===== src/sv/hlpd_pkg.sv =====
// Shared types and constants for the header/length packet deframer.
// No dependencies.
package hlpd_pkg;

	localparam int BYTE_W    = 8;
	localparam int IDX_OUT_W = 5;
	localparam int ERR_W     = 16;
	localparam int S_TDATA_W = 8;
	localparam int S_TUSER_W = 1;
	localparam int M_TDATA_W = 64;
	localparam int M_TUSER_W = 2;
	localparam int REG_IDX_W = 1;

	localparam logic [REG_IDX_W-1:0] REG_HEADER_FIRST  = 1'b0;
	localparam logic [REG_IDX_W-1:0] REG_HEADER_SECOND = 1'b1;

	localparam logic [BYTE_W-1:0] HEADER_FIRST_RST  = 8'd65;
	localparam logic [BYTE_W-1:0] HEADER_SECOND_RST = 8'd87;

	// controller -> datapath
	typedef struct packed {
		logic ovr;       // count an overrun
		logic cap_cmd;   // hold the command byte
		logic cap_len;   // hold the length byte, clear the byte counter
		logic wr_data;   // store a payload byte, advance the counter
		logic cap_chk1;  // hold the first check byte
		logic cap_chk2;  // hold the second check byte
		logic rd_clear;  // rewind the read pointer
		logic rd_issue;  // read the store at the read pointer
		logic rd_next;   // advance the read pointer
		logic ld_data;   // load a data result into the output register
		logic ld_empty;  // load the single no-data result
	} hlpd_cmd_t;

	// datapath -> controller
	typedef struct packed {
		logic hdr1_hit;  // incoming byte equals header_first
		logic hdr2_hit;  // incoming byte equals header_second
		logic in_zero;   // incoming byte is zero
		logic data_done; // this payload byte is the last one
		logic no_store;  // held length is zero or too large
		logic rd_last;   // read pointer is at the final payload byte
		logic out_free;  // output register can take a word this cycle
	} hlpd_sts_t;

endpackage


===== src/sv/hlpd_ram.sv =====
// Generic single-write, single-read RAM with registered read data.
// No dependencies.
module hlpd_ram #(
	parameter int WIDTH = 8,
	parameter int DEPTH = 32
) (
	input  logic                                   clk,
	input  logic                                   wr_en,
	input  logic [(DEPTH > 1 ? $clog2(DEPTH) : 1)-1:0] wr_addr,
	input  logic [WIDTH-1:0]                       wr_data,
	input  logic                                   rd_en,
	input  logic [(DEPTH > 1 ? $clog2(DEPTH) : 1)-1:0] rd_addr,
	output logic [WIDTH-1:0]                       rd_data
);

	logic [WIDTH-1:0] mem_q [DEPTH];

	always_ff @(posedge clk) begin
		if (wr_en) begin
			mem_q[wr_addr] <= wr_data;
		end
		if (rd_en) begin
			rd_data <= mem_q[rd_addr];
		end
	end

endmodule


===== src/sv/hlpd_ctrl.sv =====
// Parse and drain controller for the packet deframer.
// Depends on hlpd_pkg for the command and status structs.
module hlpd_ctrl (
	input  logic              clk,
	input  logic              arst_n,
	input  logic              s_tvalid,
	input  logic              overrun,
	input  hlpd_pkg::hlpd_sts_t sts,
	output hlpd_pkg::hlpd_cmd_t cmd,
	output logic              s_tready
);

	import hlpd_pkg::*;

	typedef enum logic [3:0] {
		ST_HUNT1, ST_HUNT2, ST_CMD, ST_LEN, ST_DATA, ST_CHK1, ST_CHK2,
		ST_RD, ST_LD, ST_ONE
	} state_t;

	state_t state_q, state_nxt, eff_phase;
	logic   rdy_q;
	logic   acc;

	assign s_tready = rdy_q;
	assign acc      = s_tvalid && rdy_q;

	always_comb begin
		cmd       = '0;
		state_nxt = state_q;
		eff_phase = overrun ? ST_HUNT1 : state_q;
		if (acc) begin
			cmd.ovr = overrun;
			case (eff_phase)
				ST_HUNT1: state_nxt = sts.hdr1_hit ? ST_HUNT2 : ST_HUNT1;
				ST_HUNT2: state_nxt = sts.hdr2_hit ? ST_CMD : ST_HUNT1;
				ST_CMD: begin
					cmd.cap_cmd = 1'b1;
					state_nxt   = ST_LEN;
				end
				ST_LEN: begin
					cmd.cap_len = 1'b1;
					state_nxt   = sts.in_zero ? ST_CHK1 : ST_DATA;
				end
				ST_DATA: begin
					cmd.wr_data = 1'b1;
					state_nxt   = sts.data_done ? ST_CHK1 : ST_DATA;
				end
				ST_CHK1: begin
					cmd.cap_chk1 = 1'b1;
					state_nxt    = ST_CHK2;
				end
				ST_CHK2: begin
					cmd.cap_chk2 = 1'b1;
					cmd.rd_clear = 1'b1;
					state_nxt    = sts.no_store ? ST_ONE : ST_RD;
				end
				default: state_nxt = ST_HUNT1;
			endcase
		end else begin
			case (state_q)
				ST_RD: begin
					cmd.rd_issue = 1'b1;
					state_nxt    = ST_LD;
				end
				ST_LD: begin
					if (sts.out_free) begin
						cmd.ld_data = 1'b1;
						if (sts.rd_last) begin
							state_nxt = ST_HUNT1;
						end else begin
							cmd.rd_next = 1'b1;
							state_nxt   = ST_RD;
						end
					end
				end
				ST_ONE: begin
					if (sts.out_free) begin
						cmd.ld_empty = 1'b1;
						state_nxt    = ST_HUNT1;
					end
				end
				default: state_nxt = state_q;
			endcase
		end
	end

	always_ff @(posedge clk or negedge arst_n) begin
		if (!arst_n) begin
			state_q <= ST_HUNT1;
			rdy_q   <= 1'b1;
		end else begin
			state_q <= state_nxt;
			rdy_q   <= (state_nxt inside {[ST_HUNT1:ST_CHK2]});
		end
	end

endmodule


===== src/sv/hlpd_dp.sv =====
// Datapath of the packet deframer: header registers, held fields, payload store,
// read pointer and output register. Depends on hlpd_pkg and hlpd_ram.
module hlpd_dp #(
	parameter int MAX_PAYLOAD = 32
) (
	input  logic                                clk,
	input  logic                                arst_n,
	input  logic                                cfg_we,
	input  logic [hlpd_pkg::REG_IDX_W-1:0]      cfg_index,
	input  logic [hlpd_pkg::BYTE_W-1:0]         cfg_data,
	input  logic [hlpd_pkg::BYTE_W-1:0]         in_byte,
	input  hlpd_pkg::hlpd_cmd_t                 cmd,
	output hlpd_pkg::hlpd_sts_t                 sts,
	input  logic                                out_ready,
	output logic                                out_valid,
	output logic [hlpd_pkg::BYTE_W-1:0]         command_code,
	output logic [hlpd_pkg::BYTE_W-1:0]         payload_length,
	output logic [hlpd_pkg::BYTE_W-1:0]         check_first,
	output logic [hlpd_pkg::BYTE_W-1:0]         check_second,
	output logic [hlpd_pkg::IDX_OUT_W-1:0]      byte_index,
	output logic [hlpd_pkg::BYTE_W-1:0]         data_byte,
	output logic                                has_data,
	output logic                                oversize,
	output logic                                last,
	output logic [hlpd_pkg::ERR_W-1:0]          error_total
);

	import hlpd_pkg::*;

	localparam int          ADDR_W = (MAX_PAYLOAD > 1) ? $clog2(MAX_PAYLOAD) : 1;
	localparam logic [8:0]  MAX_V  = 9'(MAX_PAYLOAD);

	logic [BYTE_W-1:0] hdr_first_q, hdr_second_q;
	logic [BYTE_W-1:0] held_cmd_q, held_len_q, byte_cnt_q, chk1_q, chk2_q;
	logic [ERR_W-1:0]  err_cnt_q;
	logic [ADDR_W-1:0] rd_idx_q;
	logic [BYTE_W-1:0] ram_rdata;
	logic              len_over, ram_we;
	logic [8:0]        cnt_inc, rd_inc;
	logic [7:0]        rd_idx8;

	assign len_over = {1'b0, held_len_q} > MAX_V;
	assign cnt_inc  = {1'b0, byte_cnt_q} + 9'd1;
	assign rd_inc   = 9'(rd_idx_q) + 9'd1;
	assign rd_idx8  = 8'(rd_idx_q);
	assign ram_we   = cmd.wr_data && !len_over && ({1'b0, byte_cnt_q} < MAX_V);

	assign sts.hdr1_hit  = (in_byte == hdr_first_q);
	assign sts.hdr2_hit  = (in_byte == hdr_second_q);
	assign sts.in_zero   = (in_byte == '0);
	assign sts.data_done = (cnt_inc >= {1'b0, held_len_q});
	assign sts.no_store  = (held_len_q == '0) || len_over;
	assign sts.rd_last   = (rd_inc == {1'b0, held_len_q});
	assign sts.out_free  = !out_valid || out_ready;

	hlpd_ram #(
		.WIDTH (BYTE_W),
		.DEPTH (MAX_PAYLOAD)
	) u_store (
		.clk     (clk),
		.wr_en   (ram_we),
		.wr_addr (byte_cnt_q[ADDR_W-1:0]),
		.wr_data (in_byte),
		.rd_en   (cmd.rd_issue),
		.rd_addr (rd_idx_q),
		.rd_data (ram_rdata)
	);

	// configuration, held fields, counters
	always_ff @(posedge clk or negedge arst_n) begin
		if (!arst_n) begin
			hdr_first_q  <= HEADER_FIRST_RST;
			hdr_second_q <= HEADER_SECOND_RST;
			held_cmd_q   <= '0;
			held_len_q   <= '0;
			byte_cnt_q   <= '0;
			chk1_q       <= '0;
			chk2_q       <= '0;
			err_cnt_q    <= '0;
			rd_idx_q     <= '0;
		end else begin
			if (cfg_we && cfg_index == REG_HEADER_FIRST)  hdr_first_q  <= cfg_data;
			if (cfg_we && cfg_index == REG_HEADER_SECOND) hdr_second_q <= cfg_data;
			if (cmd.ovr)      err_cnt_q  <= err_cnt_q + 1'b1;
			if (cmd.cap_cmd)  held_cmd_q <= in_byte;
			if (cmd.cap_len) begin
				held_len_q <= in_byte;
				byte_cnt_q <= '0;
			end
			if (cmd.wr_data)  byte_cnt_q <= cnt_inc[BYTE_W-1:0];
			if (cmd.cap_chk1) chk1_q     <= in_byte;
			if (cmd.cap_chk2) chk2_q     <= in_byte;
			if (cmd.rd_clear) begin
				rd_idx_q <= '0;
			end else if (cmd.rd_next) begin
				rd_idx_q <= rd_inc[ADDR_W-1:0];
			end
		end
	end

	// output register
	always_ff @(posedge clk or negedge arst_n) begin
		if (!arst_n) begin
			out_valid <= 1'b0;
		end else if (cmd.ld_data || cmd.ld_empty) begin
			out_valid <= 1'b1;
		end else if (out_ready) begin
			out_valid <= 1'b0;
		end
	end

	always_ff @(posedge clk) begin
		if (cmd.ld_data || cmd.ld_empty) begin
			command_code   <= held_cmd_q;
			payload_length <= held_len_q;
			check_first    <= chk1_q;
			check_second   <= chk2_q;
			error_total    <= err_cnt_q;
			byte_index     <= cmd.ld_data ? rd_idx8[IDX_OUT_W-1:0] : '0;
			data_byte      <= cmd.ld_data ? ram_rdata : '0;
			has_data       <= cmd.ld_data;
			oversize       <= cmd.ld_empty && len_over;
			last           <= cmd.ld_empty || sts.rd_last;
		end
	end

endmodule


===== src/sv/header_length_packet_deframer.sv =====
// Header, command, length, payload and check bytes are each taken when offered while s_tready
// is high. After the last check byte, each result word in turn is read from the payload store
// into registered read data and then loaded into the output register once that is free; an
// empty or oversized packet loads its single no-data word without a read. Input is held off
// while a packet drains, plus any time a word waits on m_tready.
// Reset (arst_n low, asynchronous) restarts the hunt, clears counters and held fields and
// restores the header bytes to 'A' and 'W'; the payload store is not cleared.
module header_length_packet_deframer #(
	parameter int MAX_PAYLOAD = 32  // payload store depth, 1 to 32
) (
	input  logic                                clk,
	input  logic                                arst_n,
	// configuration: index 0 header_first, index 1 header_second
	input  logic                                cfg_we,
	input  logic [hlpd_pkg::REG_IDX_W-1:0]      cfg_index,
	input  logic [hlpd_pkg::BYTE_W-1:0]         cfg_data,
	// received bytes
	input  logic                                s_tvalid,
	output logic                                s_tready,
	input  logic [hlpd_pkg::S_TDATA_W-1:0]      s_tdata,   // [7:0] in_byte
	input  logic [hlpd_pkg::S_TUSER_W-1:0]      s_tuser,   // [0] overrun
	// packet results
	output logic                                m_tvalid,
	input  logic                                m_tready,
	// [7:0] command_code, [15:8] payload_length, [23:16] check_first,
	// [31:24] check_second, [36:32] byte_index, [44:37] data_byte,
	// [60:45] error_total, [63:61] zero
	output logic [hlpd_pkg::M_TDATA_W-1:0]      m_tdata,
	output logic [hlpd_pkg::M_TUSER_W-1:0]      m_tuser,   // [0] has_data, [1] oversize
	output logic                                m_tlast
);

	import hlpd_pkg::*;

	hlpd_cmd_t         cmd;
	hlpd_sts_t         sts;
	logic [BYTE_W-1:0] command_code, payload_length, check_first, check_second;
	logic [BYTE_W-1:0] data_byte;
	logic [IDX_OUT_W-1:0] byte_index;
	logic [ERR_W-1:0]  error_total;
	logic              has_data, oversize;

	// The controller walks the packet grammar one byte per accepted word. An overrun
	// flag counts an error and drops the parser back to the first header hunt before
	// the byte itself is looked at, so that byte may start a new header.
	hlpd_ctrl u_ctrl (
		.clk      (clk),
		.arst_n   (arst_n),
		.s_tvalid (s_tvalid),
		.overrun  (s_tuser[0]),
		.sts      (sts),
		.cmd      (cmd),
		.s_tready (s_tready)
	);

	// The datapath holds the packet fields and the payload store. Bytes of a packet
	// whose length exceeds the store are counted but not written, and the packet is
	// reported as a single oversized word. The output register parts the drain from
	// the consumer, so the hunt restarts while the final word still waits.
	hlpd_dp #(
		.MAX_PAYLOAD (MAX_PAYLOAD)
	) u_dp (
		.clk            (clk),
		.arst_n         (arst_n),
		.cfg_we         (cfg_we),
		.cfg_index      (cfg_index),
		.cfg_data       (cfg_data),
		.in_byte        (s_tdata[BYTE_W-1:0]),
		.cmd            (cmd),
		.sts            (sts),
		.out_ready      (m_tready),
		.out_valid      (m_tvalid),
		.command_code   (command_code),
		.payload_length (payload_length),
		.check_first    (check_first),
		.check_second   (check_second),
		.byte_index     (byte_index),
		.data_byte      (data_byte),
		.has_data       (has_data),
		.oversize       (oversize),
		.last           (m_tlast),
		.error_total    (error_total)
	);

	// pack the result word, first field lowest
	assign m_tdata = {3'b000, error_total, data_byte, byte_index, check_second,
		check_first, payload_length, command_code};
	assign m_tuser = {oversize, has_data};

endmodule


===== config.mk =====
export PLATFORM = sky130hd
export DESIGN_NAME = header_length_packet_deframer
export DESIGN_NICKNAME = d
export VERILOG_FILES = /design/src/sv/hlpd_pkg.sv /design/src/sv/hlpd_ram.sv /design/src/sv/hlpd_ctrl.sv /design/src/sv/hlpd_dp.sv /design/src/sv/header_length_packet_deframer.sv
export SDC_FILE = /design/constraint.sdc
export NUM_CORES = 1
export LEC_CHECK = 0
export ABC_AREA = 0
export BUFFER_PORTS_ARGS = -buffer_cell sky130_fd_sc_hd__buf_4
export CORE_ASPECT_RATIO = 0.6
export CORE_UTILIZATION = 65
export DETAILED_ROUTE_END_ITERATION = 8
export HOLD_SLACK_MARGIN = 0.03
export PLACE_DENSITY = 0.84
export SLEW_MARGIN = 20
export SYNTH_ARGS = -nofsm -noshare
export SYNTH_HDL_FRONTEND = slang
export SYNTH_SLANG_ARGS = --single-unit
export TNS_END_PERCENT = 1

===== constraint.sdc =====
create_clock -name clk -period 3.9 [get_ports clk]
set_input_delay 0.78 -clock clk [delete_from_list [all_inputs] [get_ports clk]]
set_output_delay 0.78 -clock clk [all_outputs]
set_load 0.02 [all_outputs]

# == After elaboration in Yosys (flattened, before gate mapping) ==
# Memories as Yosys holds them, arrays and structs flattened. A register that Yosys moved wholly into a read port is not among the register bits.
# Cells that the tools add are included.
# W data, S select, Z words.
# op_classes
addsub,3
n_lt_le_gt_ge,5
eq_ne,12
n_mux,33
n_bitwise,1
reduce_logical,19
# op_table
cell,count
$pmux W4 S7,1
$mux W4,6
$add A16 B1 Y16 const B,1
$eq A4 B3 Y1 const B,4
$eq A8 B8 Y1,2
$logic_not A8 Y1,2
$mux W8,2
$mux W1,15
$pmux W4 S3,1
$mux W5,2
$add A8 B1 Y9 const B,1
$eq A9 B8 Y1,1
$ge A9 B8 Y1,1
$eq A4 B2 Y1 const B,2
$eq A4 B4 Y1 const B,2
$gt A8 B6 Y1 const B,1
$lt A8 B6 Y1 const B,1
$mux W2,4
$logic_and A1 B1 Y1,7
$mux W7,1
$add A5 B1 Y6 const B,1
$reduce_bool A2 Y1,3
$eq A4 B1 Y1 const B,1
$ge A4 B1 Y1 const B,1
6 further kinds,10
# totals
reg_bits,147
ramBits,256
inputBits,23
output_inout_bits,69
wordCells,96
memories,1
# memory_table
memory,depth,word_bits,read_ports,rd_ports_with_merged_regs,write_ports,line_no,text
u_dp.u_store.mem_q,32,8,1,1,1,hlpd_ram.sv:16,logic [WIDTH-1:0] mem_q [DEPTH];

# == Longest topological paths before layout ==
# logic_depth
ltp_word,8
depth_mapped,11
ltp_nobuf,11

# == By module ==
# A second synthesis with hierarchy kept.
# unflattened
cells_unflattened,889
hier_area_um2,16490.8
# modules_own_cells
mod,instances,cells_each,area_each_um2,seq_area_each_um2
hlpd_ram,1,417,10133.5,7927.6
hlpd_dp,1,401,5770.5,3882.5
hlpd_ctrl,1,65,545.5,126.4
header_length_packet_deframer,1,6,41.3,0.0

# == Worst setup path before layout ==
# Ideal clock, no wire load.
# synth_timing
path_kind,in2reg
from,input s_tuser
to,memory u_dp.u_store.mem_q[11][0] (enable)
setup_time_ps,370
t_arrival_ps,2423
required_ps,3530
setup_slack_ps,1107
cell_stages,7
path_buffers,1
path_cell_list,and3b_1 clkbuf_1 nand3_1 or4_1 nor2_2 nand2_1 nor2_1
# synth_via
elab_chain_cells,8
# synth_rtl
element,line_no,text
from (decl),header_length_packet_deframer.sv:21,"input logic [hlpd_pkg::S_TUSER_W-1:0] s_tuser,"
$mux W4,hlpd_ctrl.sv:30,eff_phase = overrun ? ST_HUNT1 : state_q;
$eq A4 B3 Y1,hlpd_ctrl.sv:33,case (eff_phase)
$mux W1,hlpd_ctrl.sv:33,
$mux W7,hlpd_ctrl.sv:31,if (acc) begin
$logic_and A1 B1 Y1 (2 in series),hlpd_dp.sv:46,"assign ram_we = cmd.wr_data && !len_over && ({1'b0, byte_cnt_q} < MAX_V);"
$mux W1,hlpd_ram.sv:19,if (wr_en) begin
$mux W1 (implied by the code),hlpd_ram.sv:20,mem_q[wr_addr] <= wr_data;
to (decl),hlpd_ram.sv:16,
# Every way passes these cells.

# == Final worst setup path ==
# layout_timing
from,register u_dp.byte_cnt_q[2]
to,register u_ctrl.rdy_q (netlist: u_ctrl.s_tready)
# layout_via
elab_chain_cells,7
word_cells_on_any_way,8
classes_between,add/sub (1); order compare (3); mux (3); reduce/logical (1)
# layout_rtl
element,line_no,text
from (decl),hlpd_dp.sv:34,"logic [BYTE_W-1:0] held_cmd_q, held_len_q, byte_cnt_q, chk1_q, chk2_q;"
from (signal assigned),hlpd_dp.sv:90,if (cmd.wr_data) byte_cnt_q <= cnt_inc[BYTE_W-1:0];
$add A8 B1 Y9 (*),hlpd_dp.sv:43,"assign cnt_inc = {1'b0, byte_cnt_q} + 9'd1;"
$ge A9 B8 Y1 (*),hlpd_dp.sv:51,"assign sts.data_done = (cnt_inc >= {1'b0, held_len_q});"
$mux W1 (*),hlpd_ctrl.sv:46,state_nxt = sts.data_done ? ST_CHK1 : ST_DATA;
$pmux W4 S7 (*),hlpd_ctrl.sv:33,
$mux W4 (*),hlpd_ctrl.sv:31,
$ge A4 B1 Y1 / $le A4 B3 Y1 (equally long branches),hlpd_ctrl.sv:93,rdy_q <= (state_nxt inside {[ST_HUNT1:ST_CHK2]});
$logic_and A1 B1 Y1 (*),hlpd_ctrl.sv:93,
to (signal assigned),hlpd_ctrl.sv:93,
to (decl),hlpd_ctrl.sv:21,logic rdy_q;
# Mark *: on every way between the ends. The rest lies on a longest branch, timed or not.
# A chain may end at the register's enable or synchronous reset.

==> flow_summary_export.csv <==
group,metric,value,unit
critical_path,r2r_setup_slack,0.81,ns
detailed_routing,drt_wl_total,37600,um
layout,multiInputGateArea,0.00418,mm^2
global_routing,grt_pass1_vias,8817,
cts,ctsRootBufferMaster,"clkbuf_16",
synth,synthAdderAreaFrac,1.07,%
sta,drv_slew,0,
cts,post_cts_buffers,0,
placed_design,place_congestion,0.876,
synth,yosysUniqueCellTypes,53,
detailed_routing,wire_per_inst,27.3,um
placed_design,place_ws,0.579,ns
sta,finalCritPeriodShare,79.2,%
floorplanning,die_height,125,um
placed_design,dp_cells,1311,
synth,ys_ff_latch,411,
pwr,p_per_area,461,mW/mm^2
synth,synth.area.top_cells,"edfxtp_1 (60%), dfrtp_1 (11%), mux4_2 (11%)",
detailed_routing,via_per_inst,6.61,
synth,synth-edff-count,328,
synth,synth_top_family_by_area,"multiplexers",
detailed_routing,dr.pass1.iters,6,
detailed_routing,vias,9089,
sta,final.setup.tns,0,ns
synth,syn_inst,919,
layout,num_antenna_cells,0,
floorplanning,die_area,0.0259,mm^2
sta,relSlewSlack,28.6,%
sta,setup_violations,0,
global_routing,grt_max_degree,58,
synth,yosys.area_share.simple,6.29,%
floorplanning,die_w,207,um
sta,worst_clock_skew,0.0209,ns
synth,postSynth.asyncResetShare,20.2,%
floorplanning,start_util,67.1,%
cts,htree_levels,2,
layout,num-fill-cells,1291,
synth,synth.avg_cell_area,17.9,um^2
critical_path,cp_data_required_time,4.34,ns
layout,layout_common_cells,"edfxtp_1 (328), buf_4 (114), mux4_2 (80), dfrtp_1 (73), nand2_1 (68)",
critical_path,worstPathMaxFanout,13,
synth,synth_xor_area_share,2.35,%
layout,design_area,0.0187,mm^2
layout,final_cells,1376,
sta,max_slew.worst_pin.slew,1.07,ns
cts,clockBufferDepth,3,
sta,hold_ws,0.312,ns
synth,netlist.area_leader.share,59.9,%
synth,synthFlopType,"edfxtp_1",
pwr,ir_worst_vdd,0.434,mV
pwr,leakagePower,6.60,nW
floorplanning,coreArea,0.0245,mm^2
global_routing,grt_overflow,0,
synth,synth-compound-area-share,1.84,%
cts,cts_tree,"built",
sta,timing_hold_violations_final,0,
layout,top_regs,"u_dp.u_store.mem_q (256), u_dp.err_cnt_q (16), u_dp.error_total (16)",
critical_path,crit_type,"flip-flop to flip-flop",
cts,clock_sinks,411,
layout,regArea,0.0119,mm^2
cts,cts_resized,0,
critical_path,endpoint_kind,"flip-flop",
global_routing,grt_pass1_wl,57100,um
synth,synth_mux_area_share,13.8,%
critical_path,crit_path_start_kind,"flip-flop",
synth,ys_seq_area_share,72.6,%
pwr,total_power,8.62,mW
layout,fin_nets,1064,
sta,rsz0062_at_grt,"false",
sta,max_freq,324,MHz
sta,period_minus_slack,3.09,ns
critical_path,cp_common_cell,"a21oi_1",
floorplanning,num_io_pins,92,
critical_path,cp_num_buf_inv,0,
global_routing,antenna_found_initial,1,
status,status,"finished, final reports clean",
layout,area_growth,13.7,%
layout,final_layout_size_suffix_gt1_share,29.8,%
critical_path,path_cells,"nand3_1 -> nor2_1 -> xor2_1 -> ha_1 -> a21o_1 -> a21oi_1 -> a21oi_1 -> a41oi_1 -> o221ai_1 -> a311oi_1",
critical_path,crit_family,"compound AO/OA/AOI/OAI gates",
synth,yosysWarnings,0,
layout,final_util,76.2,%
critical_path,cp.arrival,3.53,ns
critical_path,crit_path_max_incr_delay,0.61,ns
cts,insertion_delay,0.54,ns
layout,largest_reg_flops,256,
placed_design,placed_cell_area,0.0175,mm^2
placed_design,portBuffers,88,
detailed_routing,antenna_left,0,
synth,syn_area,0.0164,mm^2
hold_path,hp-class,"input port to asynchronous set/reset pin",
cts,clkTransAtPathRegs,0.07,ns
synth,synth_top_cell_by_area,"edfxtp_1",
sta,worst_slack,0.812,ns
global_routing,track_usage,30.4,%
layout,regMostFlops,"u_dp.u_store.mem_q",
detailed_routing,drc,0,
critical_path,cp_slowest_cell,"dfrtp_1",
run,cap_violations,0,
cts,postCtsHoldBufs,0,
detailed_routing,drtIter0Drc,1260,
layout,final_common_cell,"edfxtp_1",
placed_design,place_hpwl,23500,um
cts,cts_buffers,36,
floorplanning,num_rows,44,
cells in the mapped netlist (2+ instances only):
master and instances:
a21o_1 2, o211ai_1 5, nor2b_1 4, o22ai_1 2, nand2b_1 8, nand2_1 68, inv_1 14, nor2_1 51
a31oi_1 2, mux2_2 41, buf_1 7, nor4_1 2, and3_1 9, buf_6 7, nand4_1 11, xor2_1 15
a21oi_1 6, buf_2 6, edfxtp_1 328, nand3_1 23, dfstp_2 8, clkbuf_1 24, xnor2_1 29, mux4_2 80
dfrtp_1 75, or4_1 3, and2_1 16, nor3_1 4, o21ai_0 19, ha_1 14, or2_2 2, or3_1 4
buf_4 6, nand3b_1 3, o41ai_1 2, o31ai_1 2
area by class of cell:
type | instances | area share, %
Clock inverter | 23 | 1.13
Inverter | 14 | 0.281
Timing Repair Buffer | 118 | 5.01
Sequential cell | 411 | 63.9
Tap cell | 322 | 2.16
Clock buffer | 42 | 5.10
Multi-Input combinational cell | 446 | 22.4
routing by layer:
layer	up-vias	track usage, %	part of all wire [%]
li1	3749	-	-
met1	4650	49.3	42
met2	631	41.0	42
met5	-	0	0
met4	0	6.58	1.7
met3	59	9.32	14
final timing paths:
path	cells past startpoint	startpoint	endpoint
min reg2reg	0	u_dp.chk1_q[7]	u_dp.check_first[7]
max in group asynchronous	2	arst_n	u_dp.hdr_first_q[6]
max	10	u_dp.byte_cnt_q[2]	u_ctrl.s_tready
max reg2reg	10	u_dp.byte_cnt_q[2]	u_ctrl.s_tready
min	1	arst_n	u_dp.err_cnt_q[11]
min in group clk	0	u_dp.chk1_q[7]	u_dp.check_first[7]
logic make-up after synthesis:
group                    Yosys count
flip-flops                       411
multiplexers                     122
XOR/XNOR                          44
buffers and inverters             64
other                              1
adder cells (fa/ha/maj)           14
AND/OR/NAND/NOR                  215
AO/OA/AOI/OAI                     48
power by group:
| group | internal (mW) | switching [mW] |
|---|---|---|
| registers | 4.79 | 0.0567 |
| logic | 0.0875 | 0.140 |
| clock network | 1.97 | 1.58 |
| total | 6.85 | 1.77 |
Power figures use the tool's default switching activity.
